--- config.mk ---
export PLATFORM = sky130hd
export DESIGN_NAME = gsa_ctrl
export DESIGN_NICKNAME = d
export VERILOG_FILES = /design/src/hdl/gsa_pkg.sv /design/src/hdl/gsa_ctrl.sv
export SDC_FILE = /design/constraint.sdc
export NUM_CORES = 1
export LEC_CHECK = 0
export CAP_MARGIN = 20
export CORE_UTILIZATION = 37
export DETAILED_ROUTE_END_ITERATION = 16
export DONT_BUFFER_PORTS = 1
export PLACE_DENSITY = 0.59
export SLEW_MARGIN = 20
export SYNTH_ARGS = -nofsm -noshare
export SYNTH_HDL_FRONTEND = slang
export SYNTH_SLANG_ARGS = --single-unit
--- constraint.sdc ---
create_clock -name i_clk -period 1.45 [get_ports i_clk]
set_input_delay 0.29 -clock i_clk [delete_from_list [all_inputs] [get_ports i_clk]]
set_output_delay 0.29 -clock i_clk [all_outputs]
set_load 0.02 [all_outputs]
--- src/hdl/gsa_pkg.sv ---
// Shared types, constants and codes of the generational slot allocator.
package gsa_pkg;

    localparam int MAX_SLOTS  = 1024;
    localparam int SLOT_W     = $clog2(MAX_SLOTS);
    localparam int CNT_W      = SLOT_W + 1;
    localparam int GEN_BITS   = 32;
    localparam int POOL_W     = 16;
    localparam int TOTAL_W    = 32;
    localparam int OP_W       = 3;
    localparam int STAT_W     = 2;
    localparam int CFG_IDX_W  = 2;
    localparam int CFG_DATA_W = 16;

    localparam logic [OP_W-1:0] OP_ALLOC  = 3'd0;
    localparam logic [OP_W-1:0] OP_FREE   = 3'd1;
    localparam logic [OP_W-1:0] OP_CHECK  = 3'd2;
    localparam logic [OP_W-1:0] OP_RESET  = 3'd3;
    localparam logic [OP_W-1:0] OP_CREATE = 3'd4;

    localparam logic [STAT_W-1:0] ST_OK        = 2'd0;
    localparam logic [STAT_W-1:0] ST_EXHAUSTED = 2'd1;
    localparam logic [STAT_W-1:0] ST_INVALID   = 2'd2;

    localparam logic [CFG_IDX_W-1:0] CFG_POOL_IDENT = 2'd0;
    localparam logic [CFG_IDX_W-1:0] CFG_START_CAP  = 2'd1;
    localparam logic [CFG_IDX_W-1:0] CFG_CAP_LIMIT  = 2'd2;
    localparam logic [CFG_IDX_W-1:0] CFG_GROW_EN    = 2'd3;

    localparam logic [POOL_W-1:0] POOL_IDENT_RST = 16'd1;
    localparam logic [CNT_W-1:0]  START_CAP_RST  = CNT_W'(64);
    localparam logic [CNT_W-1:0]  CAP_LIMIT_RST  = '0;
    localparam logic              GROW_EN_RST    = 1'b0;

    typedef struct packed {
        logic [OP_W-1:0]     op;
        logic [POOL_W-1:0]   handle_pool;
        logic [SLOT_W-1:0]   handle_index;
        logic [GEN_BITS-1:0] handle_generation;
    } t_req;

    typedef struct packed {
        logic [STAT_W-1:0]   status;
        logic [SLOT_W-1:0]   slot_out;
        logic [GEN_BITS-1:0] generation_out;
        logic [POOL_W-1:0]   pool_out;
        logic [CNT_W-1:0]    capacity_now;
        logic [CNT_W-1:0]    in_use_count;
        logic [CNT_W-1:0]    free_now;
        logic [CNT_W-1:0]    peak_in_use;
        logic [TOTAL_W-1:0]  alloc_total;
    } t_res;

    typedef struct packed {
        logic load_req;
        logic clear_step;
        logic create;
        logic exhaust;
        logic invalid;
        logic grow_begin;
        logic grow_step;
        logic grow_done;
        logic refill_begin;
        logic refill_step;
        logic refill_done;
        logic alloc_rd_gen;
        logic alloc_commit;
        logic handle_eval;
        logic out_load;
    } t_cmd;

    typedef struct packed {
        logic [OP_W-1:0] op;
        logic            top_zero;
        logic            grow_ok;
        logic            clear_last;
        logic            grow_last;
        logic            refill_last;
        logic            out_free;
    } t_sts;

endpackage

--- src/hdl/gsa_ctrl.sv ---
// Controller state machine of the slot allocator.
module gsa_ctrl (
    input  logic          i_clk,
    input  logic          i_rst_n,
    input  logic          i_in_valid,
    output logic          o_in_stall,
    input  gsa_pkg::t_sts i_sts,
    output gsa_pkg::t_cmd o_cmd
);

    localparam logic [3:0] S_CLEAR  = 4'd0;
    localparam logic [3:0] S_IDLE   = 4'd1;
    localparam logic [3:0] S_DECODE = 4'd2;
    localparam logic [3:0] S_ASLOT  = 4'd3;
    localparam logic [3:0] S_AGEN   = 4'd4;
    localparam logic [3:0] S_HCHK   = 4'd5;
    localparam logic [3:0] S_GROW   = 4'd6;
    localparam logic [3:0] S_REFILL = 4'd7;
    localparam logic [3:0] S_RFEND  = 4'd8;
    localparam logic [3:0] S_RESULT = 4'd9;

    logic [3:0] r_state, n_state;
    logic       r_reply, n_reply;

    always_comb begin
        n_state = r_state;
        n_reply = r_reply;
        o_cmd   = '0;
        unique case (r_state)
            S_CLEAR: begin
                o_cmd.clear_step = 1'b1;
                if (i_sts.clear_last) begin
                    n_state = r_reply ? S_RESULT : S_IDLE;
                    n_reply = 1'b0;
                end
            end
            S_IDLE: begin
                if (i_in_valid) begin
                    o_cmd.load_req = 1'b1;
                    n_state        = S_DECODE;
                end
            end
            S_DECODE: begin
                unique case (i_sts.op) inside
                    gsa_pkg::OP_ALLOC: begin
                        if (!i_sts.top_zero) begin
                            n_state = S_ASLOT;
                        end else if (i_sts.grow_ok) begin
                            o_cmd.grow_begin = 1'b1;
                            n_state          = S_GROW;
                        end else begin
                            o_cmd.exhaust = 1'b1;
                            n_state       = S_RESULT;
                        end
                    end
                    gsa_pkg::OP_FREE, gsa_pkg::OP_CHECK: begin
                        n_state = S_HCHK;
                    end
                    gsa_pkg::OP_RESET: begin
                        o_cmd.refill_begin = 1'b1;
                        n_state            = S_REFILL;
                    end
                    gsa_pkg::OP_CREATE: begin
                        o_cmd.create = 1'b1;
                        n_reply      = 1'b1;
                        n_state      = S_CLEAR;
                    end
                    default: begin
                        o_cmd.invalid = 1'b1;
                        n_state       = S_RESULT;
                    end
                endcase
            end
            S_ASLOT: begin
                o_cmd.alloc_rd_gen = 1'b1;
                n_state            = S_AGEN;
            end
            S_AGEN: begin
                o_cmd.alloc_commit = 1'b1;
                n_state            = S_RESULT;
            end
            S_HCHK: begin
                o_cmd.handle_eval = 1'b1;
                n_state           = S_RESULT;
            end
            S_GROW: begin
                o_cmd.grow_step = 1'b1;
                if (i_sts.grow_last) begin
                    o_cmd.grow_done = 1'b1;
                    n_state         = S_DECODE;
                end
            end
            S_REFILL: begin
                o_cmd.refill_step = 1'b1;
                if (i_sts.refill_last) begin
                    n_state = S_RFEND;
                end
            end
            S_RFEND: begin
                o_cmd.refill_done = 1'b1;
                n_state           = S_RESULT;
            end
            S_RESULT: begin
                if (i_sts.out_free) begin
                    o_cmd.out_load = 1'b1;
                    n_state        = S_IDLE;
                end
            end
            default: begin
                n_state = S_IDLE;
            end
        endcase
    end

    always_ff @(posedge i_clk) begin
        if (!i_rst_n) begin
            r_state <= S_CLEAR;
            r_reply <= 1'b0;
        end else begin
            r_state <= n_state;
            r_reply <= n_reply;
        end
    end

    assign o_in_stall = (r_state != S_IDLE);

endmodule

==> impl_metrics.json <==
{
  "outcome": "finished, violations left",
  "violations": "negative setup slack",
  "initial_core_util_pct": 41.58,
  "place_area_um2": 709.4,
  "seq_area_frac_synth_pct": 17.62,
  "tightest_slew_ns": 0.3121,
  "syn_avg_cell_area_um2": 7.190,
  "setup_violations": 13,
  "core_region_area_um2": 1366,
  "wire_per_inst_um": 16.28,
  "firstDrtPassIters": 4,
  "r2r_start": "r_state[1]$_SDFFE_PN0P_",
  "hold_path.class": "in2reg",
  "slew_headroom_pct": 78.60,
  "synth.area.top_cells": "dfxtp_1, nor2_1, nand2_1, a21oi_1, nor3_2",
  "min_to": "r_state[2]$_SDFFE_PN0P_",
  "design_area_um2": 904.6,
  "dp_cells": 111,
  "cp_max_fo": 4,
  "path_clk_slew_ns": 0.05,
  "final_cell_mix": "buf_4, nand2_1, nor2_1, a21oi_1",
  "cts.hold.buffers_added": 0,
  "vias_per_cell": 6.041,
  "grt_usage_pct": 24.53,
  "r2r_cells": 7,
  "yosys.area.top_type": "dfxtp_1",
  "ios": 28,
  "syn_inst": 79,
  "clock.fmax_mhz": 591.3,
  "finalWorstSetupSlack_ns": -0.2412,
  "fin_util_pct": 66.21,
  "fin_crit_sh_pct": 116.6,
  "clock-sinks": 5,
  "fin_cells": 123,
  "required_ns": 1.16,
  "layout.cells.most_common": "buf_4",
  "synth_top_area_share_pct": 17.62,
  "critPathKind": "reg2out",
  "vias": 743,
  "worstPathArrival_ns": 1.40,
  "synthDistinctLibCells": 29,
  "syn_area_um2": 568.0,
  "p_per_area_nw_per_um2": 735.0,
  "startpoint": "r_state[0]$_SDFFE_PN0P_",
  "first_iter_violations": 21,
  "peakVddDrop_uv": 472.4,
  "rr_endpoint": "r_state[0]$_SDFFE_PN0P_",
  "fp.dieH_um": 41.18,
  "rrSetupSlack_ns": 0.06,
  "dp_hpwl_mm": 1.296,
  "cp-start-kind": "flip-flop",
  "cts_root_buffer": "clkbuf_4",
  "place_ws_ns": -0.02160,
  "cts_tree": "yes",
  "diodes": 0,
  "numCtsBuffers": 3,
  "antenna_found_initial": 0,
  "yosysWarnings": 0,
  "drive_above_1_share_pct": 52.78,
  "io_buffers": 0,
  "overflow": 0,
  "die_x_um": 41.18,
  "end_kind": "output pin",
  "min_from": "i_rst_n",
  "total_power_mw": 0.6649,
  "drv_cap": 0,
  "rows": 13,
  "fin_nets": 121,
  "drt_wl_total_mm": 2.003,
  "grt_max_degree": 11,
  "ant_nets": 0,
  "holdWs_ns": 0.1464,
  "slew_violations": 0,
  "fin_crit_ns": 1.691,
  "syn_to_final_growth_pct": 59.25,
  "grt_pass1_wl_mm": 2.649,
  "leakagePower_nw": 0.3881,
  "syn_nets": 91,
  "cts_buffer_depth": 2,
  "drc": 0,
  "gp_congestion": 0.8510,
  "finalHoldViolations": 0,
  "fin_worst_skew_ns": 0.001583,
  "tns_ns": -1.413,
  "hold_depth": 1,
  "clk_latency_ns": 0.26,
  "fp.dieArea_um2": 1696,
  "ys_ff_latch": 5,
  "rsz0062_at_grt": "true",
  "cts_htree_levels": 1,
  "grt_pass1_vias": 647
}
-- how the worst max path moves through the flow --
| stage | endpoint | slack, ns | depth (start not counted) |
|---|---|---|---|
| floorplan | o_cmd[9] | 0.04 | 3 |
| global placement | o_cmd[9] | 0.05 | 5 |
| detailed placement | o_cmd[9] | -0.02 | 5 |
| CTS | o_cmd[12] | -0.18 | 5 |
| global route | o_cmd[11] | -0.30 | 5 |
| finish | o_cmd[6] | -0.24 | 4 |
-- per-layer routing --
layer / GRT usage [%] / up-vias / part of all wire [%] / routed length, um
met1: 30.74 / 349 / 38 / 755
met3: 2.717 / 7 / 7.1 / 142
met2: 40.23 / 44 / 52 / 1040
li1: - / 343 / - / -
met4: 13.71 / 0 / 3.2 / 64
met5: 0 / - / 0 / 0
-- cells by family after synthesis --
group                  after synthesis  share of synthesized area [%]
muxes                                2                          3.524
DFF                                  5                          17.62
AOI/OAI and AO/OA                   22                          24.01
and+or+nand+nor                     45                          47.58
buffers and inverters                5                          7.267
-- synth_stat cells --
cell type / count
and2_1: 4
nor2b_1: 2
nand3b_1: 2
o211ai_1: 1
nor4_2: 2
buf_4: 2
o311ai_0: 1
nor3_1: 3
nor2b_2: 1
inv_1: 1
o21a_1: 2
and3b_1: 1
o21ai_0: 5
nand2_1: 9
nand2b_1: 3
buf_6: 2
or4_1: 1
o21ai_1: 2
a31oi_1: 1
nor2_1: 10
nand2b_4: 1
o31a_1: 1
and3_1: 3
a221o_1: 1
mux2i_1: 2
a21oi_1: 6
nor3_2: 3
a21boi_1: 2
dfxtp_1: 5
-- worst max-delay path: stages, from the launching register on --
cell      delay, ns
dfxtp_2        0.33
nand2b_4       0.16
nor4_4         0.28
buf_4          0.18
and3_4         0.20
-- state kept, by name, indices dropped and copies added (netlist names) --
signal	count
r_reply	1
r_state	4
-- power breakdown --
group,internal (mW),switching (mW)
combinational,0.165,0.158
clock,0.105,0.0727
sequential,0.147,0.0163
-- cell type report --
type                    count  area (um2)
multi-input cells          69       503.0
flip-flops and latches      5       112.6
inverters                   1       3.754
well taps                  15       18.77
repair buffers             29       240.2
fillers                   122       461.7
clock buffers               4       26.28
-- timing repair --
action / CTS / global route
setup endpoints to repair: 16 / 16
buffers inserted: 3 / 5
pin swaps: 4 / 7
cloned: 0 / 0
gates resized for setup: 28 / 10
Power figures use the tool's default switching activity.
